--- src/rtl/cdq_pkg.sv ---
package cdq_pkg;

  localparam int unsigned DefaultDepth     = 8;
  localparam int unsigned DefaultDataWidth = 32;

  typedef enum logic [2:0] {
    OP_PUSH_FRONT = 3'd0,
    OP_PUSH_REAR  = 3'd1,
    OP_POP_FRONT  = 3'd2,
    OP_POP_REAR   = 3'd3,
    OP_PEEK_FRONT = 3'd4,
    OP_PEEK_REAR  = 3'd5
  } op_e;

  typedef enum logic [1:0] {
    ST_OK    = 2'd0,
    ST_FULL  = 2'd1,
    ST_EMPTY = 2'd2
  } status_e;

  typedef struct packed {
    logic we;
    logic re;
  } mem_ctl_t;

endpackage

--- src/rtl/cdq_mem.sv ---
module cdq_mem #(
  parameter int unsigned DEPTH      = cdq_pkg::DefaultDepth,
  parameter int unsigned DATA_WIDTH = cdq_pkg::DefaultDataWidth,
  localparam int unsigned AW        = $clog2(DEPTH)
) (
  input  logic                  clk_i,
  input  cdq_pkg::mem_ctl_t     ctl_i,
  input  logic [AW-1:0]         addr_i,
  input  logic [DATA_WIDTH-1:0] wdata_i,
  output logic [DATA_WIDTH-1:0] rdata_o
);

  logic [DATA_WIDTH-1:0] mem_q [DEPTH];
  logic [DATA_WIDTH-1:0] rdata_q;

  always_ff @(posedge clk_i) begin
    if (ctl_i.we) begin
      mem_q[addr_i] <= wdata_i;
    end
    if (ctl_i.re) begin
      rdata_q <= mem_q[addr_i];
    end
  end

  assign rdata_o = rdata_q;

endmodule

--- src/rtl/cdq_ctrl.sv ---
module cdq_ctrl #(
  parameter int unsigned DEPTH      = cdq_pkg::DefaultDepth,
  localparam int unsigned AW        = $clog2(DEPTH),
  localparam int unsigned CW        = $clog2(DEPTH + 1)
) (
  input  logic                  clk_i,
  input  logic                  rst_ni,
  input  logic                  start_i,
  input  logic [2:0]            operation_i,
  output logic                  busy_o,
  output cdq_pkg::mem_ctl_t     mem_ctl_o,
  output logic [AW-1:0]         mem_addr_o,
  output logic                  done_o,
  output logic                  rd_sel_o,
  output logic [1:0]            status_o,
  output logic [CW-1:0]         occupancy_o
);

  localparam logic [AW-1:0] LastSlot = AW'(DEPTH - 1);
  localparam logic [CW-1:0] FullCnt  = CW'(DEPTH);

  logic              pending_q;
  logic [AW-1:0]     head_q, head_d, tail_q, tail_d;
  logic [CW-1:0]     count_q, count_d;
  logic              rd_sel_q, rd_sel_d;
  cdq_pkg::status_e  status_q, status_d;
  logic              accept;
  logic              full, empty;
  logic [AW-1:0]     head_dn, tail_up, head_up, tail_dn;

  assign accept = start_i && !pending_q;
  assign full   = (count_q == FullCnt);
  assign empty  = (count_q == '0);

  assign head_dn = (head_q == '0) ? LastSlot : head_q - 1'b1;
  assign head_up = (head_q == LastSlot) ? '0 : head_q + 1'b1;
  assign tail_up = (tail_q == LastSlot) ? '0 : tail_q + 1'b1;
  assign tail_dn = (tail_q == '0) ? LastSlot : tail_q - 1'b1;

  always_comb begin
    head_d        = head_q;
    tail_d        = tail_q;
    count_d       = count_q;
    rd_sel_d      = 1'b0;
    status_d      = cdq_pkg::ST_OK;
    mem_ctl_o     = '0;
    mem_addr_o    = head_q;
    case (cdq_pkg::op_e'(operation_i))
      cdq_pkg::OP_PUSH_FRONT, cdq_pkg::OP_PUSH_REAR: begin
        if (full) begin
          status_d = cdq_pkg::ST_FULL;
        end else begin
          mem_ctl_o.we = accept;
          count_d      = count_q + 1'b1;
          if (empty) begin
            head_d     = '0;
            tail_d     = '0;
            mem_addr_o = '0;
          end else if (cdq_pkg::op_e'(operation_i) == cdq_pkg::OP_PUSH_FRONT) begin
            head_d     = head_dn;
            mem_addr_o = head_dn;
          end else begin
            tail_d     = tail_up;
            mem_addr_o = tail_up;
          end
        end
      end
      cdq_pkg::OP_POP_FRONT, cdq_pkg::OP_PEEK_FRONT,
      cdq_pkg::OP_POP_REAR, cdq_pkg::OP_PEEK_REAR: begin
        if (empty) begin
          status_d = cdq_pkg::ST_EMPTY;
        end else begin
          mem_ctl_o.re = accept;
          rd_sel_d     = 1'b1;
          if (cdq_pkg::op_e'(operation_i) == cdq_pkg::OP_POP_FRONT ||
              cdq_pkg::op_e'(operation_i) == cdq_pkg::OP_PEEK_FRONT) begin
            mem_addr_o = head_q;
          end else begin
            mem_addr_o = tail_q;
          end
          if (cdq_pkg::op_e'(operation_i) == cdq_pkg::OP_POP_FRONT) begin
            head_d  = head_up;
            count_d = count_q - 1'b1;
          end else if (cdq_pkg::op_e'(operation_i) == cdq_pkg::OP_POP_REAR) begin
            tail_d  = tail_dn;
            count_d = count_q - 1'b1;
          end
          // last element gone: rewind both ends
          if (count_d == '0) begin
            head_d = '0;
            tail_d = '0;
          end
        end
      end
      default: begin
      end
    endcase
  end

  always_ff @(posedge clk_i or negedge rst_ni) begin
    if (!rst_ni) begin
      pending_q <= 1'b0;
      head_q    <= '0;
      tail_q    <= '0;
      count_q   <= '0;
      rd_sel_q  <= 1'b0;
      status_q  <= cdq_pkg::ST_OK;
    end else begin
      pending_q <= accept;
      if (accept) begin
        head_q   <= head_d;
        tail_q   <= tail_d;
        count_q  <= count_d;
        rd_sel_q <= rd_sel_d;
        status_q <= status_d;
      end
    end
  end

  assign busy_o      = pending_q;
  assign done_o      = pending_q;
  assign rd_sel_o    = rd_sel_q;
  assign status_o    = status_q;
  assign occupancy_o = count_q;

endmodule

--- src/rtl/circular_deque.sv ---
// Channel  | Handshake          | Word
// ---------+--------------------+--------------------------------------
// request  | start_i / busy_o   | operation_i, push_value_i
// result   | done_o (1 cycle)   | read_value_o, status_o, occupancy_o
//
// An operation accepted at one edge has its result on the ports in the
// next cycle, marked by done_o; busy_o is high for that cycle, so no new
// operation is taken while a result is out. The slot memory read is registered.
// Reset clears pointers and occupancy; slots are not cleared.
// The result side cannot stall.
module circular_deque #(
  parameter int unsigned DEPTH      = cdq_pkg::DefaultDepth,
  parameter int unsigned DATA_WIDTH = cdq_pkg::DefaultDataWidth,
  localparam int unsigned AW        = $clog2(DEPTH),
  localparam int unsigned CW        = $clog2(DEPTH + 1)
) (
  input  logic                  clk_i,
  input  logic                  rst_ni,
  input  logic                  start_i,
  output logic                  busy_o,
  input  logic [2:0]            operation_i,
  input  logic [DATA_WIDTH-1:0] push_value_i,
  output logic                  done_o,
  output logic [DATA_WIDTH-1:0] read_value_o,
  output logic [1:0]            status_o,
  output logic [CW-1:0]         occupancy_o
);

  cdq_pkg::mem_ctl_t     mem_ctl;
  logic [AW-1:0]         mem_addr;
  logic [DATA_WIDTH-1:0] mem_rdata;
  logic                  rd_sel;

  cdq_ctrl #(
    .DEPTH (DEPTH)
  ) u_ctrl (
    .clk_i       (clk_i),
    .rst_ni      (rst_ni),
    .start_i     (start_i),
    .operation_i (operation_i),
    .busy_o      (busy_o),
    .mem_ctl_o   (mem_ctl),
    .mem_addr_o  (mem_addr),
    .done_o      (done_o),
    .rd_sel_o    (rd_sel),
    .status_o    (status_o),
    .occupancy_o (occupancy_o)
  );

  cdq_mem #(
    .DEPTH      (DEPTH),
    .DATA_WIDTH (DATA_WIDTH)
  ) u_mem (
    .clk_i   (clk_i),
    .ctl_i   (mem_ctl),
    .addr_i  (mem_addr),
    .wdata_i (push_value_i),
    .rdata_o (mem_rdata)
  );

  assign read_value_o = rd_sel ? mem_rdata : '0;

  a_result_follows: assert property (@(posedge clk_i) disable iff (!rst_ni)
    (start_i && !busy_o) |=> done_o)
    else $error("accepted operation gave no result");

  a_single_strobe: assert property (@(posedge clk_i) disable iff (!rst_ni)
    done_o |=> !done_o)
    else $error("result strobe held longer than one cycle");

  a_refused_zero: assert property (@(posedge clk_i) disable iff (!rst_ni)
    (done_o && status_o != cdq_pkg::ST_OK) |-> (read_value_o == '0))
    else $error("refused operation returned data");

  a_occ_bound: assert property (@(posedge clk_i) disable iff (!rst_ni)
    done_o |-> (occupancy_o <= CW'(DEPTH)))
    else $error("occupancy beyond depth");

  a_no_access_idle: assert property (@(posedge clk_i) disable iff (!rst_ni)
    busy_o |-> !(mem_ctl.we || mem_ctl.re))
    else $error("memory accessed while an operation is in flight");

endmodule
--- config.mk ---
export PLATFORM = sky130hd
export DESIGN_NAME = circular_deque
export DESIGN_NICKNAME = d
export VERILOG_FILES = /design/src/rtl/cdq_pkg.sv /design/src/rtl/cdq_mem.sv /design/src/rtl/cdq_ctrl.sv /design/src/rtl/circular_deque.sv
export SDC_FILE = /design/constraint.sdc
export NUM_CORES = 1
export LEC_CHECK = 0
export ABC_AREA = 1
export BUFFER_PORTS_ARGS = -buffer_cell sky130_fd_sc_hd__buf_2
export CELL_PAD_IN_SITES_DETAIL_PLACEMENT = 1
export CELL_PAD_IN_SITES_GLOBAL_PLACEMENT = 1
export CORE_ASPECT_RATIO = 1.4
export CORE_UTILIZATION = 40
export CTS_BUF_LIST = sky130_fd_sc_hd__clkbuf_4
export CTS_CLUSTER_SIZE = 25
export DETAILED_ROUTE_END_ITERATION = 12
export GPL_TIMING_DRIVEN = 1
export PLACE_DENSITY_LB_ADDON = 0.12
export SYNTH_ARGS = -nofsm -noshare
export SYNTH_HDL_FRONTEND = slang
export SYNTH_SLANG_ARGS = --single-unit
--- constraint.sdc ---
create_clock -name clk_i -period 5.31 [get_ports clk_i]
set_input_delay 0 -clock clk_i [delete_from_list [all_inputs] [get_ports clk_i]]
set_output_delay 0 -clock clk_i [all_outputs]
set_load 0.02 [all_outputs]
==> results.md <==
- Status: completed
- Via count: ~9500
- Setup TNS: 0 ns
- Data required time of the worst path: between 5 and 6 ns
- Global route overflow: 0
- Pre-CTS setup slack: between 1 and 1.5 ns
- Register area share after synthesis: between 60 and 70%
- R2r worst-path depth: 15
- CP dominant cell by count: nand2_1
- Fin area: approximately 16000 um2
- Max cap viols: 0
- Drt pass-1 iters: 4
- Crit path max-delay family: simple AND/OR/NAND/NOR gates
- CTS Sinks: 302
- First-pass GRT wire length: around 53000 um
- Detailed Route WL: between 30000 and 40000 um
- Die Y: approximately 220 um
- CTS max path bufs: 3
- Initial Utilization: 40.55%
- Critical Path Max Stage Delay: between 0.6 and 0.7 ns
- Utilization after layout: a little under half
- Fraction of layout cells with a size suffix above 1: ~17%
- Power Density: 441.0 nW/um2
- DRC: 0
- HPWL after DPL: around 19000 um
- YS warnings: 0
- Total I/O pin count: between 70 and 80
- Worst-path cell chain: inv_1, ha_1, nand3_1, nor2_1, nor2_4, nand2_2, nand2_4, nand3_4, buf_4, buf_4, nand2_1, nand3_1, nand2_1, inv_1, nand2_1
- Placed instance count: ~1800
- CP Launch Type: flop
- Synth unique cells: 33
- Final period util: about three quarters
- Sequential cell area: 8999 um2
- GR Util All Layers: between 10% and 20%
- Min Clock Period, post-route: ~3.9 ns
- Total power: between 7 and 8 mW
- Worst min path class: input port to flop
- Max Fanout on Critical Path: 60
- Synth Cell Area: approximately 14000 um2
- Area of the multi-input gates: 3440 um2
- Area post-placement: roughly 15000 um2
- Syn Area/Cell: roughly 10 um2
- Mapped Nets: 1369
- Port bufs: 77
- Share of flip-flops with an asynchronous set or reset: 4.636%
- CP arrival: 4.40 ns
- Vias in the first global route: about 10000
- Max Clk Rate: about 0.25 GHz
- P&R area growth vs syn: 15.89%
- Hold Fails Final Rpt: 0
- FF+latch count, synth: just over 300
- Total CTS buffers: 78
- Final cell count without fillers: 1987
- CP max-delay cell: buf_4
- CP Capture Type: flop
- Max Slew Vio Count: 0
- FF-to-FF Start: u_ctrl.occupancy_o[0]$_DFFE_PN0P_
- H-tree depth: 3
- Worst VDD drop: ~0.21 mV
- R2r endpoint: u_mem.rdata_o[10]$_DFFE_PP_
- Initial antenna violation count: 1
- Type of the worst setup path: flop to flop
- ANT nets after route: 0
- Die Wd: 159.0 um
- Unrepaired setup endpoints after global routing: no
- Most used DFF post-synth: edfxtp_1
- Root buffer cell: clkbuf_4
- Min-Delay Path Depth: 4
- Die area: roughly 35000 um2
- Most common cell after layout, fill and taps aside: nand2_1
- Wirelength per Cell: about 17 um
- HP Start: start_i
- Skew-Pair Late Insertion Delay: around 0.73 ns
- Synth Instances: 1321
- Most frequent cells in the layout: nand2_1, edfxtp_1, inv_1
- Setup Viol. Count Final: 0
- Sum of buffers and inverters on the critical path: 4
- Worst-path clk slew: 0.07 ns
- Filler cells: a little under 4000
- Post-cts sizing count: 0
- Final nets: between 1500 and 2000
- EDFF count, synth: ~290
- Core Region: 34030 um2
- Final setup margin: around 1.4 ns
- Worst setup path start: u_ctrl.occupancy_o[0]$_DFFE_PN0P_
- Rows: 80
- DR iter-0 viols: about 360
- Worst hold slack: between 0.09 and 0.1 ns
- DR vias/cell: 4.774
- Leakage: 7.058 nW
- Rel. slew slack: between 10 and 15%
- Largest net degree at the start of global routing: 87
- Worst R2R Setup Slack: approximately 1.4 ns
- Hold Path End: u_ctrl.busy_o$_DFF_PN0_
- Setup Skew: 0.03163 ns
- CTS tree: yes
- Worst slew pin tran: 1.277 ns
- GP Congestion: 0.7824
[power by group]
| part | switching [mW] | internal, mW | total [mW] |
|---|---|---|---|
| registers | 0.0915 | 2.83 | 2.92 |
| logic | 1.56 | 0.654 | 2.21 |
| clock network | 0.934 | 0.982 | 1.92 |
| total | 2.58 | 4.47 | 7.05 |
[cell families (layout without fill, tap and decap cells)]
group,count (synthesis),count (layout),share of synthesized area (%)
flip-flops,302,302,65.21
other,0,1,0
AO/OA/AOI/OAI,28,28,1.079
XOR/XNOR,4,4,0.2539
buffers and inverters,347,561,10.54
AND/OR/NAND/NOR,630,630,22.01
adder cells (fa/ha/maj),10,10,0.9067
[worst reg2reg max path, stage by stage (launching register included)]
cell and delay [ns]:
dfrtp_1 0.43, inv_1 0.13, ha_1 0.21, nand3_1 0.11, nor2_1 0.23, nor2_4 0.08
nand2_2 0.11, nand2_4 0.30, nand3_4 0.35, buf_4 0.54, buf_4 0.68, nand2_1 0.17
nand3_1 0.12, nand2_1 0.09, inv_1 0.06, nand2_1 0.04
[worst max-delay path by stage]
| stage | slack (ns) | depth (start not counted) | to |
|---|---|---|---|
| 2_1_floorplan | 1.65 | 12 | u_mem.mem_q[7][0]$_DFFE_PP_ |
| 5_1_grt | 0.99 | 15 | u_mem.rdata_o[10]$_DFFE_PP_ |
| 6_report | 1.38 | 15 | u_mem.rdata_o[10]$_DFFE_PP_ |
| 3_5_place_dp | 1.31 | 15 | u_mem.rdata_o[3]$_DFFE_PP_ |
| 4_1_cts | 1.28 | 15 | u_mem.rdata_o[10]$_DFFE_PP_ |
| 3_3_place_gp | 1.39 | 15 | u_mem.rdata_o[11]$_DFFE_PP_ |
[state kept, by name, summed over array words and instances (netlist names)]
| name | count |
|---|---|
| u_ctrl.occupancy_o | 4 |
| u_ctrl.status_o | 2 |
| u_mem.mem_q | 256 |
| u_ctrl.busy_o | 1 |
| u_mem.rdata_o | 32 |
| u_ctrl.tail_q | 3 |
| u_ctrl.rd_sel_o | 1 |
| u_ctrl.head_q | 3 |
[what timing repair did]
item / CTS / global route
hold buffers: 49 / 0
hold endpoints to repair: 291 / 0
setup buffers: 0 / 0
[Yosys cell counts (8+ instances only)]
cell      count  share of area (%)
nand2_1     312                8.5
edfxtp_1    288                 63
inv_1       268                7.3
nand3_1     171                6.2
nand3b_1     96                5.2
buf_4        27                1.5
nor2_1       27               0.73
buf_2        25               0.91
inv_2        17               0.46
dfrtp_1      14                2.5
o21ai_0      14               0.51
ha_1         10               0.91
a21oi_1       8               0.29
[routing by layer]
metal	vias up	part of all wire, %	track usage [%]
li1	4625	-	-
met1	4621	40	21.29
met2	179	53	36.70
met3	60	3.7	3.498
met4	0	3.0	10.20
met5	-	0	0
[cell type report]
type	count	area share, %
antenna	1	0.01565
clock buffer	114	5.351
clock inverter	22	0.5320
inverter	286	6.713
multi-input combinational	672	21.51
sequential	302	56.27
tap	451	3.528
timing repair buffer	139	6.087
Note: power is estimated with default switching activity, not from simulation.
